**src/rtl/pepc_pkg.sv**
```systemverilog
package pepc_pkg;

    // Stream payload widths; the tdata widths are padded to whole bytes.
    localparam int unsigned IN_TDATA_W  = 264;
    localparam int unsigned IN_TUSER_W  = 3;
    localparam int unsigned OUT_TDATA_W = 200;
    localparam int unsigned OUT_TUSER_W = 3;

    localparam int unsigned CFG_IDX_W  = 2;
    localparam int unsigned CFG_DATA_W = 64;

    // Configuration register indexes.
    typedef enum logic [CFG_IDX_W-1:0] {
        CFG_QUORUM_SIZE  = 2'd0,
        CFG_OWN_PROPOSAL = 2'd1,
        CFG_LOG_POSITION = 2'd2
    } t_cfg_idx;

    // Response kind codes as they arrive on the input stream.
    typedef enum logic [1:0] {
        KIND_ACCEPT  = 2'd0,
        KIND_REJECT  = 2'd1,
        KIND_IGNORED = 2'd2
    } t_kind;

    // Command codes.
    localparam logic CMD_START    = 1'b0;
    localparam logic CMD_RESPONSE = 1'b1;

    // Result verdicts.
    typedef enum logic [2:0] {
        VERD_ACCEPT  = 3'd0,
        VERD_REJECT  = 3'd1,
        VERD_IGNORED = 3'd2,
        VERD_LEARNED = 3'd3,
        VERD_ERROR   = 3'd4
    } t_verdict;

    // Operation class decided by the front end.
    typedef enum logic [2:0] {
        OP_START    = 3'd0,
        OP_BAD_KIND = 3'd1,
        OP_IGNORE   = 3'd2,
        OP_REJECT   = 3'd3,
        OP_ACC_OK   = 3'd4,
        OP_ACC_BAD  = 3'd5
    } t_op;

    // Classified item travelling through the queue.
    typedef struct packed {
        t_op         op;
        logic [63:0] proposal;
        logic        act_present;
        logic        learned;
        logic        has_perf;
        logic [63:0] performed;
        logic [63:0] handle;
    } t_item;

    // One result beat.
    typedef struct packed {
        t_verdict    verdict;
        logic [63:0] nack_proposal;
        logic        act_present;
        logic [63:0] handle;
        logic [63:0] performed;
    } t_result;

endpackage

```
**src/rtl/pepc_front.sv**
```systemverilog
module pepc_front (
    input  logic                                s_axis_tvalid,
    output logic                                s_axis_tready,
    input  logic [pepc_pkg::IN_TDATA_W-1:0]     s_axis_tdata,
    input  logic [pepc_pkg::IN_TUSER_W-1:0]     s_axis_tuser,
    input  logic [63:0]                         i_own_proposal,
    input  logic [63:0]                         i_log_position,
    input  logic                                i_queue_full,
    output logic                                o_push,
    output pepc_pkg::t_item                     o_item
);

    logic        cmd;
    logic [1:0]  kind;
    logic [63:0] resp_position;
    logic        mismatch;

    assign cmd           = s_axis_tuser[0];
    assign kind          = s_axis_tuser[2:1];
    assign resp_position = s_axis_tdata[128:65];

    assign s_axis_tready = !i_queue_full;
    assign o_push        = s_axis_tvalid && !i_queue_full;

    // Proposal and position checks are done here, against configuration that the user
    // must keep fixed while items are in flight; the block does not enforce this.
    assign mismatch = (s_axis_tdata[63:0] != i_own_proposal) ||
                      (resp_position != i_log_position);

    always_comb begin
        o_item.proposal    = s_axis_tdata[63:0];
        o_item.act_present = s_axis_tdata[64];
        o_item.learned     = s_axis_tdata[129];
        o_item.has_perf    = s_axis_tdata[130];
        o_item.performed   = s_axis_tdata[194:131];
        o_item.handle      = s_axis_tdata[258:195];
        if (cmd == pepc_pkg::CMD_START) begin
            o_item.op = pepc_pkg::OP_START;
        end else begin
            unique case (kind)
                pepc_pkg::KIND_ACCEPT: begin
                    o_item.op = mismatch ? pepc_pkg::OP_ACC_BAD : pepc_pkg::OP_ACC_OK;
                end
                pepc_pkg::KIND_REJECT:  o_item.op = pepc_pkg::OP_REJECT;
                pepc_pkg::KIND_IGNORED: o_item.op = pepc_pkg::OP_IGNORE;
                default:                o_item.op = pepc_pkg::OP_BAD_KIND;
            endcase
        end
    end

endmodule

```
**src/rtl/pepc_fifo.sv**
```systemverilog
module pepc_fifo #(
    parameter int unsigned DEPTH = 2
) (
    input  logic            i_clk,
    input  logic            i_rst_n,
    input  logic            i_push,
    input  pepc_pkg::t_item i_item,
    output logic            o_full,
    input  logic            i_pop,
    output logic            o_valid,
    output pepc_pkg::t_item o_item
);

    localparam int unsigned PTR_W = (DEPTH > 1) ? $clog2(DEPTH) : 1;
    localparam int unsigned CNT_W = $clog2(DEPTH + 1);

    pepc_pkg::t_item r_slot [DEPTH];
    logic [PTR_W-1:0] r_wr_ptr, n_wr_ptr;
    logic [PTR_W-1:0] r_rd_ptr, n_rd_ptr;
    logic [CNT_W-1:0] r_count, n_count;

    assign o_full  = (r_count == CNT_W'(DEPTH));
    assign o_valid = (r_count != '0);
    assign o_item  = r_slot[r_rd_ptr];

    always_comb begin
        n_wr_ptr = r_wr_ptr;
        n_rd_ptr = r_rd_ptr;
        n_count  = r_count;
        if (i_push) begin
            n_wr_ptr = (r_wr_ptr == PTR_W'(DEPTH - 1)) ? '0 : r_wr_ptr + 1'b1;
        end
        if (i_pop) begin
            n_rd_ptr = (r_rd_ptr == PTR_W'(DEPTH - 1)) ? '0 : r_rd_ptr + 1'b1;
        end
        if (i_push && !i_pop) begin
            n_count = r_count + 1'b1;
        end else if (!i_push && i_pop) begin
            n_count = r_count - 1'b1;
        end
    end

    always_ff @(posedge i_clk) begin
        if (!i_rst_n) begin
            r_wr_ptr <= '0;
            r_rd_ptr <= '0;
            r_count  <= '0;
        end else begin
            r_wr_ptr <= n_wr_ptr;
            r_rd_ptr <= n_rd_ptr;
            r_count  <= n_count;
        end
    end

    always_ff @(posedge i_clk) begin
        if (i_push) begin
            r_slot[r_wr_ptr] <= i_item;
        end
    end

endmodule

```
**src/rtl/pepc_back.sv**
```systemverilog
module pepc_back (
    input  logic              i_clk,
    input  logic              i_rst_n,
    input  logic [7:0]        i_quorum_size,
    input  logic              i_q_valid,
    input  pepc_pkg::t_item   i_item,
    output logic              o_pop,
    input  logic              i_out_ready,
    output logic              o_out_valid,
    output pepc_pkg::t_result o_result
);

    logic        r_done, n_done;
    logic [7:0]  r_reply_cnt, n_reply_cnt;
    logic [7:0]  r_ignore_cnt, n_ignore_cnt;
    logic        r_nack_valid, n_nack_valid;
    logic [63:0] r_nack_best, n_nack_best;
    logic        r_ack_valid, n_ack_valid;
    logic [63:0] r_ack_perf, n_ack_perf;
    logic [63:0] r_ack_handle, n_ack_handle;
    logic        r_out_valid, n_out_valid;
    pepc_pkg::t_result r_out, n_out;

    logic              emit;
    pepc_pkg::t_result res;

    assign o_pop       = i_q_valid && (!r_out_valid || i_out_ready);
    assign o_out_valid = r_out_valid;
    assign o_result    = r_out;

    always_comb begin
        n_done       = r_done;
        n_reply_cnt  = r_reply_cnt;
        n_ignore_cnt = r_ignore_cnt;
        n_nack_valid = r_nack_valid;
        n_nack_best  = r_nack_best;
        n_ack_valid  = r_ack_valid;
        n_ack_perf   = r_ack_perf;
        n_ack_handle = r_ack_handle;
        emit         = 1'b0;
        res          = '0;

        if (o_pop) begin
            if (i_item.op == pepc_pkg::OP_START) begin
                n_done       = 1'b0;
                n_reply_cnt  = '0;
                n_ignore_cnt = '0;
                n_nack_valid = 1'b0;
                n_nack_best  = '0;
                n_ack_valid  = 1'b0;
                n_ack_perf   = '0;
                n_ack_handle = '0;
            end else if (!r_done) begin
                unique case (i_item.op) inside
                    pepc_pkg::OP_IGNORE: begin
                        n_ignore_cnt = (r_ignore_cnt == 8'hFF) ? r_ignore_cnt
                                                               : r_ignore_cnt + 8'd1;
                        if (n_ignore_cnt >= i_quorum_size) begin
                            emit        = 1'b1;
                            res.verdict = pepc_pkg::VERD_IGNORED;
                        end
                    end
                    pepc_pkg::OP_REJECT, pepc_pkg::OP_ACC_OK, pepc_pkg::OP_ACC_BAD: begin
                        n_reply_cnt = (r_reply_cnt == 8'hFF) ? r_reply_cnt
                                                             : r_reply_cnt + 8'd1;
                        if (i_item.op == pepc_pkg::OP_REJECT) begin
                            if (!r_nack_valid || (r_nack_best < i_item.proposal)) begin
                                n_nack_valid = 1'b1;
                                n_nack_best  = i_item.proposal;
                            end
                        end else if (!r_nack_valid) begin
                            if (i_item.op == pepc_pkg::OP_ACC_BAD) begin
                                emit        = 1'b1;
                                res.verdict = pepc_pkg::VERD_ERROR;
                            end else if (i_item.act_present) begin
                                if (i_item.learned) begin
                                    emit            = 1'b1;
                                    res.verdict     = pepc_pkg::VERD_LEARNED;
                                    res.act_present = 1'b1;
                                    res.handle      = i_item.handle;
                                    res.performed   = i_item.has_perf ? i_item.performed
                                                                      : '0;
                                end else if (i_item.has_perf &&
                                             (!r_ack_valid ||
                                              (r_ack_perf < i_item.performed))) begin
                                    n_ack_valid  = 1'b1;
                                    n_ack_perf   = i_item.performed;
                                    n_ack_handle = i_item.handle;
                                end
                            end
                        end
                        if (!emit && (n_reply_cnt >= i_quorum_size)) begin
                            emit = 1'b1;
                            if (n_nack_valid) begin
                                res.verdict       = pepc_pkg::VERD_REJECT;
                                res.nack_proposal = n_nack_best;
                            end else if (n_ack_valid) begin
                                res.verdict     = pepc_pkg::VERD_ACCEPT;
                                res.act_present = 1'b1;
                                res.handle      = n_ack_handle;
                                res.performed   = n_ack_perf;
                            end else begin
                                res.verdict = pepc_pkg::VERD_ACCEPT;
                            end
                        end
                    end
                    pepc_pkg::OP_BAD_KIND: begin
                        emit        = 1'b1;
                        res.verdict = pepc_pkg::VERD_ERROR;
                    end
                    default: begin
                        emit = 1'b0;
                    end
                endcase
                if (emit) begin
                    n_done = 1'b1;
                end
            end
        end

        n_out_valid = r_out_valid && !i_out_ready;
        n_out       = r_out;
        if (o_pop && emit) begin
            n_out_valid = 1'b1;
            n_out       = res;
        end
    end

    always_ff @(posedge i_clk) begin
        if (!i_rst_n) begin
            r_done       <= 1'b0;
            r_reply_cnt  <= '0;
            r_ignore_cnt <= '0;
            r_nack_valid <= 1'b0;
            r_nack_best  <= '0;
            r_ack_valid  <= 1'b0;
            r_ack_perf   <= '0;
            r_ack_handle <= '0;
            r_out_valid  <= 1'b0;
        end else begin
            r_done       <= n_done;
            r_reply_cnt  <= n_reply_cnt;
            r_ignore_cnt <= n_ignore_cnt;
            r_nack_valid <= n_nack_valid;
            r_nack_best  <= n_nack_best;
            r_ack_valid  <= n_ack_valid;
            r_ack_perf   <= n_ack_perf;
            r_ack_handle <= n_ack_handle;
            r_out_valid  <= n_out_valid;
        end
    end

    always_ff @(posedge i_clk) begin
        r_out <= n_out;
    end

endmodule

```
**src/rtl/paxos_explicit_promise_collector.sv**
```systemverilog
// Channel     Direction  Beat contents
// ---------   ---------  ---------------------------------------------------------
// s_axis      in         one command: start of round or one replica response
// m_axis      out        one round verdict (at most one per response beat)
// i_cfg_*     in         register write: quorum size, own proposal, log position
//
// The front end classifies a beat in the cycle it arrives and writes it into
// a small queue, and the back end retires one queued beat per cycle while
// the output is not stalled, updating the tallies and loading the output
// register; a beat passes the queue slot and then the output register.
// Reset is synchronous and active low; it empties the queue, clears the round
// tallies and the output valid flag, and sets the quorum size to one.
// A stalled output holds the back end, and a full queue drops s_axis_tready.
module paxos_explicit_promise_collector #(
    parameter int unsigned QUEUE_DEPTH = 2
) (
    input  logic                                i_clk,
    input  logic                                i_rst_n,

    // Fields from the lowest bit: resp_proposal[63:0], action present flag[64],
    // resp_position[128:65], act_learned[129], act_has_performed[130],
    // act_performed[194:131], act_handle[258:195], zero padding[263:259].
    input  logic                                s_axis_tvalid,
    output logic                                s_axis_tready,
    input  logic [pepc_pkg::IN_TDATA_W-1:0]     s_axis_tdata,
    // Fields from the lowest bit: command[0], resp_kind[2:1].
    input  logic [pepc_pkg::IN_TUSER_W-1:0]     s_axis_tuser,

    // Fields from the lowest bit: nack_proposal[63:0], action present flag[64],
    // out_handle[128:65], out_performed[192:129], zero padding[199:193].
    output logic                                m_axis_tvalid,
    input  logic                                m_axis_tready,
    output logic [pepc_pkg::OUT_TDATA_W-1:0]    m_axis_tdata,
    // Fields from the lowest bit: verdict[2:0].
    output logic [pepc_pkg::OUT_TUSER_W-1:0]    m_axis_tuser,

    input  logic                                i_cfg_we,
    input  logic [pepc_pkg::CFG_IDX_W-1:0]      i_cfg_index,
    input  logic [pepc_pkg::CFG_DATA_W-1:0]     i_cfg_wdata
);

    // Configuration registers. The user must see that they are only written while the block is idle
    // (the block does not enforce this), so the front end may compare against them as beats arrive.
    logic [7:0]  r_quorum_size;
    logic [63:0] r_own_proposal;
    logic [63:0] r_log_position;

    always_ff @(posedge i_clk) begin
        if (!i_rst_n) begin
            r_quorum_size  <= 8'd1;
            r_own_proposal <= '0;
            r_log_position <= '0;
        end else if (i_cfg_we) begin
            case (i_cfg_index)
                pepc_pkg::CFG_QUORUM_SIZE:  r_quorum_size  <= i_cfg_wdata[7:0];
                pepc_pkg::CFG_OWN_PROPOSAL: r_own_proposal <= i_cfg_wdata;
                pepc_pkg::CFG_LOG_POSITION: r_log_position <= i_cfg_wdata;
                default: begin
                    r_quorum_size <= r_quorum_size;
                end
            endcase
        end
    end

    logic              push;
    logic              queue_full;
    pepc_pkg::t_item   front_item;
    logic              pop;
    logic              q_valid;
    pepc_pkg::t_item   q_item;
    logic              out_valid;
    pepc_pkg::t_result out_result;

    // Front end: decodes the command and response kind and checks the
    // proposal and position of accepts against the configured request.
    pepc_front u_front (
        .s_axis_tvalid  (s_axis_tvalid),
        .s_axis_tready  (s_axis_tready),
        .s_axis_tdata   (s_axis_tdata),
        .s_axis_tuser   (s_axis_tuser),
        .i_own_proposal (r_own_proposal),
        .i_log_position (r_log_position),
        .i_queue_full   (queue_full),
        .o_push         (push),
        .o_item         (front_item)
    );

    // Queue of classified beats between the two halves.
    pepc_fifo #(
        .DEPTH (QUEUE_DEPTH)
    ) u_fifo (
        .i_clk   (i_clk),
        .i_rst_n (i_rst_n),
        .i_push  (push),
        .i_item  (front_item),
        .o_full  (queue_full),
        .i_pop   (pop),
        .o_valid (q_valid),
        .o_item  (q_item)
    );

    // Back end: keeps the round tallies, decides the verdict and holds the
    // output register.
    pepc_back u_back (
        .i_clk         (i_clk),
        .i_rst_n       (i_rst_n),
        .i_quorum_size (r_quorum_size),
        .i_q_valid     (q_valid),
        .i_item        (q_item),
        .o_pop         (pop),
        .i_out_ready   (m_axis_tready),
        .o_out_valid   (out_valid),
        .o_result      (out_result)
    );

    assign m_axis_tvalid          = out_valid;
    assign m_axis_tuser           = out_result.verdict;
    assign m_axis_tdata[63:0]     = out_result.nack_proposal;
    assign m_axis_tdata[64]       = out_result.act_present;
    assign m_axis_tdata[128:65]   = out_result.handle;
    assign m_axis_tdata[192:129]  = out_result.performed;
    assign m_axis_tdata[199:193]  = '0;

    // The cycle after reset no verdict beat is offered.
    a_reset_clears_output: assert property (@(posedge i_clk)
        !i_rst_n |=> !m_axis_tvalid)
        else $error("verdict beat offered right after reset");

    // Only accept and learned verdicts return an action handle.
    a_action_only_on_accept: assert property (@(posedge i_clk) disable iff (!i_rst_n)
        (m_axis_tvalid && m_axis_tdata[64]) |->
        (m_axis_tuser == pepc_pkg::VERD_ACCEPT || m_axis_tuser == pepc_pkg::VERD_LEARNED))
        else $error("action handle returned with a verdict that carries none");

    // A nonzero nack proposal is only reported with a reject verdict.
    a_nack_only_on_reject: assert property (@(posedge i_clk) disable iff (!i_rst_n)
        (m_axis_tvalid && (m_axis_tdata[63:0] != 64'd0)) |->
        (m_axis_tuser == pepc_pkg::VERD_REJECT))
        else $error("nack proposal reported without a reject verdict");

    // The queue is never pushed while it reports full.
    a_no_push_when_full: assert property (@(posedge i_clk) disable iff (!i_rst_n)
        queue_full |-> !push)
        else $error("push into a full queue");

endmodule
```
**config.mk**
```make
export PLATFORM = sky130hd
export DESIGN_NAME = paxos_explicit_promise_collector
export DESIGN_NICKNAME = d
export VERILOG_FILES = /design/src/rtl/pepc_pkg.sv /design/src/rtl/pepc_front.sv /design/src/rtl/pepc_fifo.sv /design/src/rtl/pepc_back.sv /design/src/rtl/paxos_explicit_promise_collector.sv
export SDC_FILE = /design/constraint.sdc
export NUM_CORES = 2
export LEC_CHECK = 0
export BUFFER_PORTS_ARGS = -buffer_cell sky130_fd_sc_hd__buf_2
export CORE_MARGIN = 5
export CORE_UTILIZATION = 40
export CTS_CLUSTER_SIZE = 10
export DETAILED_ROUTE_END_ITERATION = 8
export SYNTH_ARGS = -nofsm -noshare
export SYNTH_HDL_FRONTEND = slang
export SYNTH_HIERARCHICAL = 1
export SYNTH_SLANG_ARGS = --single-unit
```
**constraint.sdc**
```tcl
create_clock -name i_clk -period 12.23 [get_ports i_clk]
set_input_delay 1.223 -clock i_clk [delete_from_list [all_inputs] [get_ports i_clk]]
set_output_delay 1.223 -clock i_clk [all_outputs]
set_load 0.01 [all_outputs]
```
# --- Word level (Yosys, flattened, before mapping) ---
# Memories as Yosys holds them, arrays and structs flattened. A register that Yosys moved wholly into a read port is not among the register bits.
# Index checks and enable logic that the tools add are counted.
totals:
  output_inout_bits: 205
  inputBits: 338
  mem_count: 1
  elab_cells: 190
  ramBits: 396
  regBits: 548
memory_table:
  columns: ["memory", "words", "word_bits", "rd", "rd_clocked_by_memory_dff", "write_ports", "line", "text"]
  rows:
  - ["u_fifo.r_slot", 2, 198, 1, 1, 1, "pepc_fifo.sv:17", "pepc_pkg::t_item r_slot [DEPTH];"]
classes:
  magnitude_cmp: 4
  n_mux: 104
  reduce_logical: 36
  bitwise: 4
  eq_ne: 15
  n_addsub: 6
op_table:
  columns: ["cell", "count"]
  rows:
  - ["two-way mux 64 bit", 25]
  - ["two-way mux 129 bit", 7]
  - ["two-way mux 196 bit", 1]
  - ["< comparator 64 bit", 2]
  - ["!= test 64 bit", 2]
  - ["two-way mux 8 bit", 8]
  - ["two-way mux 1 bit", 51]
  - ["one-hot mux 3 bit (3 select lines)", 2]
  - ["adder 8 x 1 -> 8 bit (second input constant)", 2]
  - ["equality test 8 bit (second input constant)", 2]
  - [">= comparator 8 bit", 2]
  - ["two-way mux 3 bit", 5]
  - ["logical AND 1 bit", 8]
  - ["logical NOT 1 bit", 8]
  - ["two-way mux 2 bit", 4]
  - ["nonzero test 2 bit", 4]
  - ["equality test 2 bit (second input constant)", 3]
  - ["equality test 3 x 2 -> 1 bit (second input constant)", 2]
  - ["equality test 3 bit (second input constant)", 2]
  - ["AND reduction 2 bit", 3]
  - ["AND reduction 3 bit", 2]
  - ["OR reduction 3 bit", 2]
  - ["OR reduction 6 bit", 1]
  - ["equality test 2 x 1 -> 1 bit (second input constant)", 2]
  - ["11 further kinds", 19]

# --- Logic depth before layout (Yosys ltp) ---
depth:
  word_depth: 21
  mapped_depth: 16
  ltp_nobuf: 14

# --- By module ---
# The synthesis kept the hierarchy.
modules_own_cells:
  columns: ["mod", "cells_per_inst", "area_each_um2", "instances", "seq_area_each_um2"]
  rows:
  - ["pepc_back", 1684, 18929.4, 1, 10129.7]
  - ["pepc_fifo", 638, 14923.1, 1, 11991.5]
  - ["paxos_explicit_promise_collector", 521, 5127.4, 1, 2722.6]
  - ["pepc_front", 379, 2940.3, 1, 0.0]

# --- Worst setup path after synthesis ---
# No wires, ideal clock.
synth_timing:
  path_type: "reg2reg"
  from: "reg u_back.r_reply_cnt[0]"
  to: "reg u_back.r_out, in the netlist u_back/o_result[0] (enable)"
  setup_ns: 0.755
  n_path_buf: 0
  period_less_slack_ns: 11.088
  stages_incl_launch_ff: 12
  slack_ns: 1.142
  arrival_time_ns: 10.333
  required_ns: 11.475
  cell_sequence: "dfxtp_1 -> ha_1 -> and2_0 -> nand3_1 -> mux2_2 -> ha_1 -> a31oi_1 -> o21ai_0 -> a31oi_1 -> a22oi_1 -> nor3_1 -> nor2_1"
synth_via:
  elab_chain_cells: 13
  elab_cells_between_ends: 14
  cone_classes: "1 x add/sub; 1 x order compare; 1 x eq/ne; 9 x mux; 2 x reduce/logical"
synth_lines:
  columns: ["element", "line", "text"]
  rows:
  - ["start, declared", "pepc_back.sv:14", "logic [7:0] r_reply_cnt, n_reply_cnt;"]
  - ["start signal, assigned", "pepc_back.sv:142", "r_reply_cnt <= n_reply_cnt;"]
  - ["adder 8 x 1 -> 8 bit / equality test 8 bit (equally long branches)", "pepc_back.sv:65, pepc_back.sv:64", null]
  - ["two-way mux 8 bit *", "pepc_back.sv:64", "n_reply_cnt = (r_reply_cnt == 8'hFF) ? r_reply_cnt"]
  - [">= comparator 8 bit *", "pepc_back.sv:92", "if (!emit && (n_reply_cnt >= i_quorum_size)) begin"]
  - ["logical AND 1 bit *", "pepc_back.sv:92", null]
  - ["two-way mux 1 bit *", "pepc_back.sv:92", null]
  - ["one-hot mux 1 bit (3 select lines) *", "pepc_back.sv:54", "unique case (i_item.op) inside"]
  - ["two-way mux 1 bit *", "pepc_back.sv:53", "end else if (!r_done) begin"]
  - ["two-way mux 1 bit *", "pepc_back.sv:44", "if (i_item.op == pepc_pkg::OP_START) begin"]
  - ["two-way mux 1 bit *", "pepc_back.sv:43", "if (o_pop) begin"]
  - ["two-way mux 1 bit *", "pepc_back.sv:53", null]
  - ["two-way mux 1 bit *", "pepc_back.sv:44", null]
  - ["two-way mux 1 bit *", "pepc_back.sv:43", null]
  - ["logical AND 1 bit *", "pepc_back.sv:123", "if (o_pop && emit) begin"]
  - ["end signal, assigned", "pepc_back.sv:154", "r_out <= n_out;"]
  - ["end, declared", "pepc_back.sv:22", "pepc_pkg::t_result r_out, n_out;"]
# Mark *: on every way between the ends. The rest lies on a longest branch, timed or not. The select of a mux whose other input is x is not followed.
# A chain may end at the register's enable or synchronous reset.

==> impl_metrics.yaml <==
status:
  status: "finished, final reports clean"
synthesis:
  synth.largest_area_cell: "sky130_fd_sc_hd__edfxtp_1"
  synth_top_cells_by_area: "sky130_fd_sc_hd__edfxtp_1, sky130_fd_sc_hd__dfxtp_1, sky130_fd_sc_hd__a22o_1"
  syn_area_cell_um2: 13.0
  synth_top_area_frac: 0.424
  synthFlopType: "sky130_fd_sc_hd__edfxtp_1"
  yosysWarnings: 6
  synth.lib_cells_used.distinct: 65
  synth_edf_count: 592
  yosys_register_bits: 945
  synth_area_mm2: 0.0419
  synth_cells: 3222
  ys_seq_area_frac: 0.593
  post_synth_arst_share: 0
grt:
  vias_in_the_first_global_route: 25980
  grt_util_all_layers: 0.193
  antenna_violations_before_repair: 28
  grt.met2_usage: 0.310
  grt_remaining_overflow: 0
  grt_max_degree: 156
  wire_length_of_the_first_global_routing_pass_um: 164000
  global_route.usage.met3: 0.0408
  grt_most_used_layer: "met2"
  global_route.usage.met1: 0.255
power_and_ir_drop:
  leakage_nw: 18.6
  p_sw_w: 0.00284
  sequentialPowerShare: 0.449
  peakVddDrop_mv: 0.115
  p_comb_frac: 0.229
  p_sw_frac: 0.304
  intPower_w: 0.00652
  power.density_mw_per_mm2: 197
  power.clock.fraction: 0.322
cts:
  postCtsHoldBufs: 0
  clock_path_buffers: 3
  clock_tree_from_tritoncts: "built"
  clk_latency_ps: 680
  cts_num_sinks: 945
  clock_pin_slew_worst_setup_and_hold_paths_ps: 60
  ctsResizeCount: 0
  clk_root_buffer_cell: "sky130_fd_sc_hd__clkbuf_16"
  cts-buffers-inserted: 110
  htreeDepth: 3
  post_cts_buffers: 0
finish:
  final_cell_mix: "sky130_fd_sc_hd__edfxtp_1, sky130_fd_sc_hd__buf_2, sky130_fd_sc_hd__dfxtp_1"
  fillCellCount: 9428
  drive_gt1_frac: 0.253
  nets: 4015
  stdcell_area_mm2: 0.0475
  area_growth_pct: 13.4
  final_core_util: 0.458
  layout.cells.most_common: "sky130_fd_sc_hd__edfxtp_1"
drt:
  post_drt_via_cell_ratio: 5.18
  drc_errors: 0
  drt_pass1_iterations: 5
  drt_iter0_markers: 1763
  routed_wirelength_um: 112000
  detail_route.wl_per_cell_um: 22.3
  antenna_left: 0
  routed_via_count: 25977
sta:
  measured_slew_at_the_worst_slew_check_pin_ps: 1220
  slew_headroom: 0.175
  final-hold-violation-count: 0
  final.hold.worst_slack_ps: 463
  drv_slew: 0
  final_period_minus_worst_setup_slack_ps: 6780
  aggregate_negative_setup_slack_ps: 0
  grt_setup_unrepaired: "false"
  finalClockSkew_ps: 17.1
  period_share: 0.555
  report.final.setup_viol: 0
  timing.fmax_mhz: 147
die:
  initial_utilization: 0.404
  top_ports: 543
  placement_rows: 118
  die_area_mm2: 0.111
  die_width_um: 334
  placeableCoreArea_mm2: 0.104
  die_height_um: 334
setup_path:
  worst_path_required_ps: 12840
  worstSetupPathType: "reg -> reg"
  worst_setup_path_start_kind: "flop"
  worstSetupEndpointType: "flop"
  critical_path_peak_fanout: 65
  worst-endpoint-arrival_ps: 7390
placed_design:
  gp_congestion: 0.828
  buffers_added_on_ports: 530
  dp.final_hpwl_um: 76200
  placedInstanceArea_mm2: 0.0442
hold_path:
  worst_hold_path_type: "reg -> reg"
run:
  max_cap_viol_count: 0
## kinds of logic after synthesis
family | count (synthesis) | share of synthesized area
DFF | 945 | 0.593
xor gates and xnor gates | 139 | 0.0290
buffers and inverters | 519 | 0.0726
adders and majority gates | 148 | 0.0442
other | 1 | 0.0000895
muxes | 336 | 0.0953
AOI/OAI and AO/OA | 609 | 0.107
and+or+nand+nor | 525 | 0.0589
## synthesized netlist by cell type (all sizes together), types with 3 or more instances
library cell / n
edfxtp: 592
dfxtp: 353
a22o: 321
buf: 310
nand2: 253
mux2: 201
ha: 148
inv: 148
xnor2: 136
mux2i: 135
a21oi: 116
nand3: 91
o21ai: 90
clkbuf: 61
nand4: 61
nor2: 38
nor2b: 15
nor4: 13
nand2b: 12
a211oi: 11
a21o: 11
and2: 11
nor3: 10
a21boi: 9
a22oi: 9
o21a: 8
a221oi: 5
a31oi: 5
o22ai: 4
and4: 3
nand3b: 3
o211ai: 3
or3: 3
xor2: 3
## flip-flops by register name, indices dropped and copies added (netlist names), named ones only
register	cells
u_back/r_nack_best	64
u_fifo/r_rd_ptr	1
u_back/r_reply_cnt	8
u_back/r_done	1
u_back/r_ack_handle	64
u_back/r_nack_valid	1
u_back/r_ack_perf	64
u_back/r_ack_valid	1
r_own_proposal	64
u_back/o_out_valid	1
r_quorum_size	8
u_back/o_result	196
u_fifo/r_slot	396
u_fifo/r_count	2
u_back/r_ignore_cnt	8
r_log_position	64
u_fifo/r_wr_ptr	1
## metrics by stage
stage | setup slack, ps | std cells | power, W
5_1_grt | 5090 | 5013 | 0.00984
2_1_floorplan | 1140 | 3228 | 0.00579
3_3_place_gp | 5330 | 4797 | 0.00643
6_report | 5450 | 5016 | 0.00936
4_1_cts | 5270 | 4995 | 0.00950
3_5_place_dp | 5300 | 4797 | 0.00645
## power by group through the flow
| stage | Sequential [W] | Combinational (W) | Clock (W) |
|---|---|---|---|
| 2_1_floorplan | 0.00445 | 0.00134 | 0 |
| 3_5_place_dp | 0.00427 | 0.00218 | 0 |
| 3_3_place_gp | 0.00426 | 0.00217 | 0 |
| 5_1_grt | 0.00425 | 0.00234 | 0.00324 |
| 4_1_cts | 0.00421 | 0.00219 | 0.00310 |
| 6_report | 0.00420 | 0.00215 | 0.00302 |
## final cells by class
class	instances	area [µm²]	area share
clock inverters	13	144	0.00303
multi-input cells	1764	14100	0.297
well taps	1380	1730	0.0363
inverters	148	556	0.0117
clock buffers	185	3170	0.0666
repair buffers	560	2910	0.0612
diodes	21	52.6	0.00111
flip-flops and latches	945	24800	0.523
## routing by layer
metal  up-vias  wire length (µm)
li1      12294                 -
met1     12741             48500
met2       745             52700
met3       191              6590
met4         6              4180
met5         -                34
## worst paths after layout
kind / end / cells past startpoint / slack (ps) / from
hold reg to reg: r_quorum_size[3] / 2 / 460 / r_quorum_size[3]
setup / recovery: u_back/r_ack_perf[42] / 14 / 5450 / flop
setup reg to reg: u_back/r_ack_perf[42] / 14 / 5450 / flop
hold / removal: r_quorum_size[3] / 2 / 460 / r_quorum_size[3]
## critical path, stage by stage (launching register included)
cell	delay [ps]
sky130_fd_sc_hd__dfxtp_4	940
sky130_fd_sc_hd__buf_4	650
sky130_fd_sc_hd__mux2_4	360
sky130_fd_sc_hd__inv_1	60
sky130_fd_sc_hd__ha_1	250
sky130_fd_sc_hd__nand4_1	150
sky130_fd_sc_hd__nor3_1	100
sky130_fd_sc_hd__a21boi_0	140
sky130_fd_sc_hd__or4_1	620
sky130_fd_sc_hd__o311ai_1	1020
sky130_fd_sc_hd__a21oi_2	370
sky130_fd_sc_hd__nor2_4	150
sky130_fd_sc_hd__buf_4	690
sky130_fd_sc_hd__buf_4	740
sky130_fd_sc_hd__a22o_1	240
No activity file was read; power rests on OpenSTA's default activity.
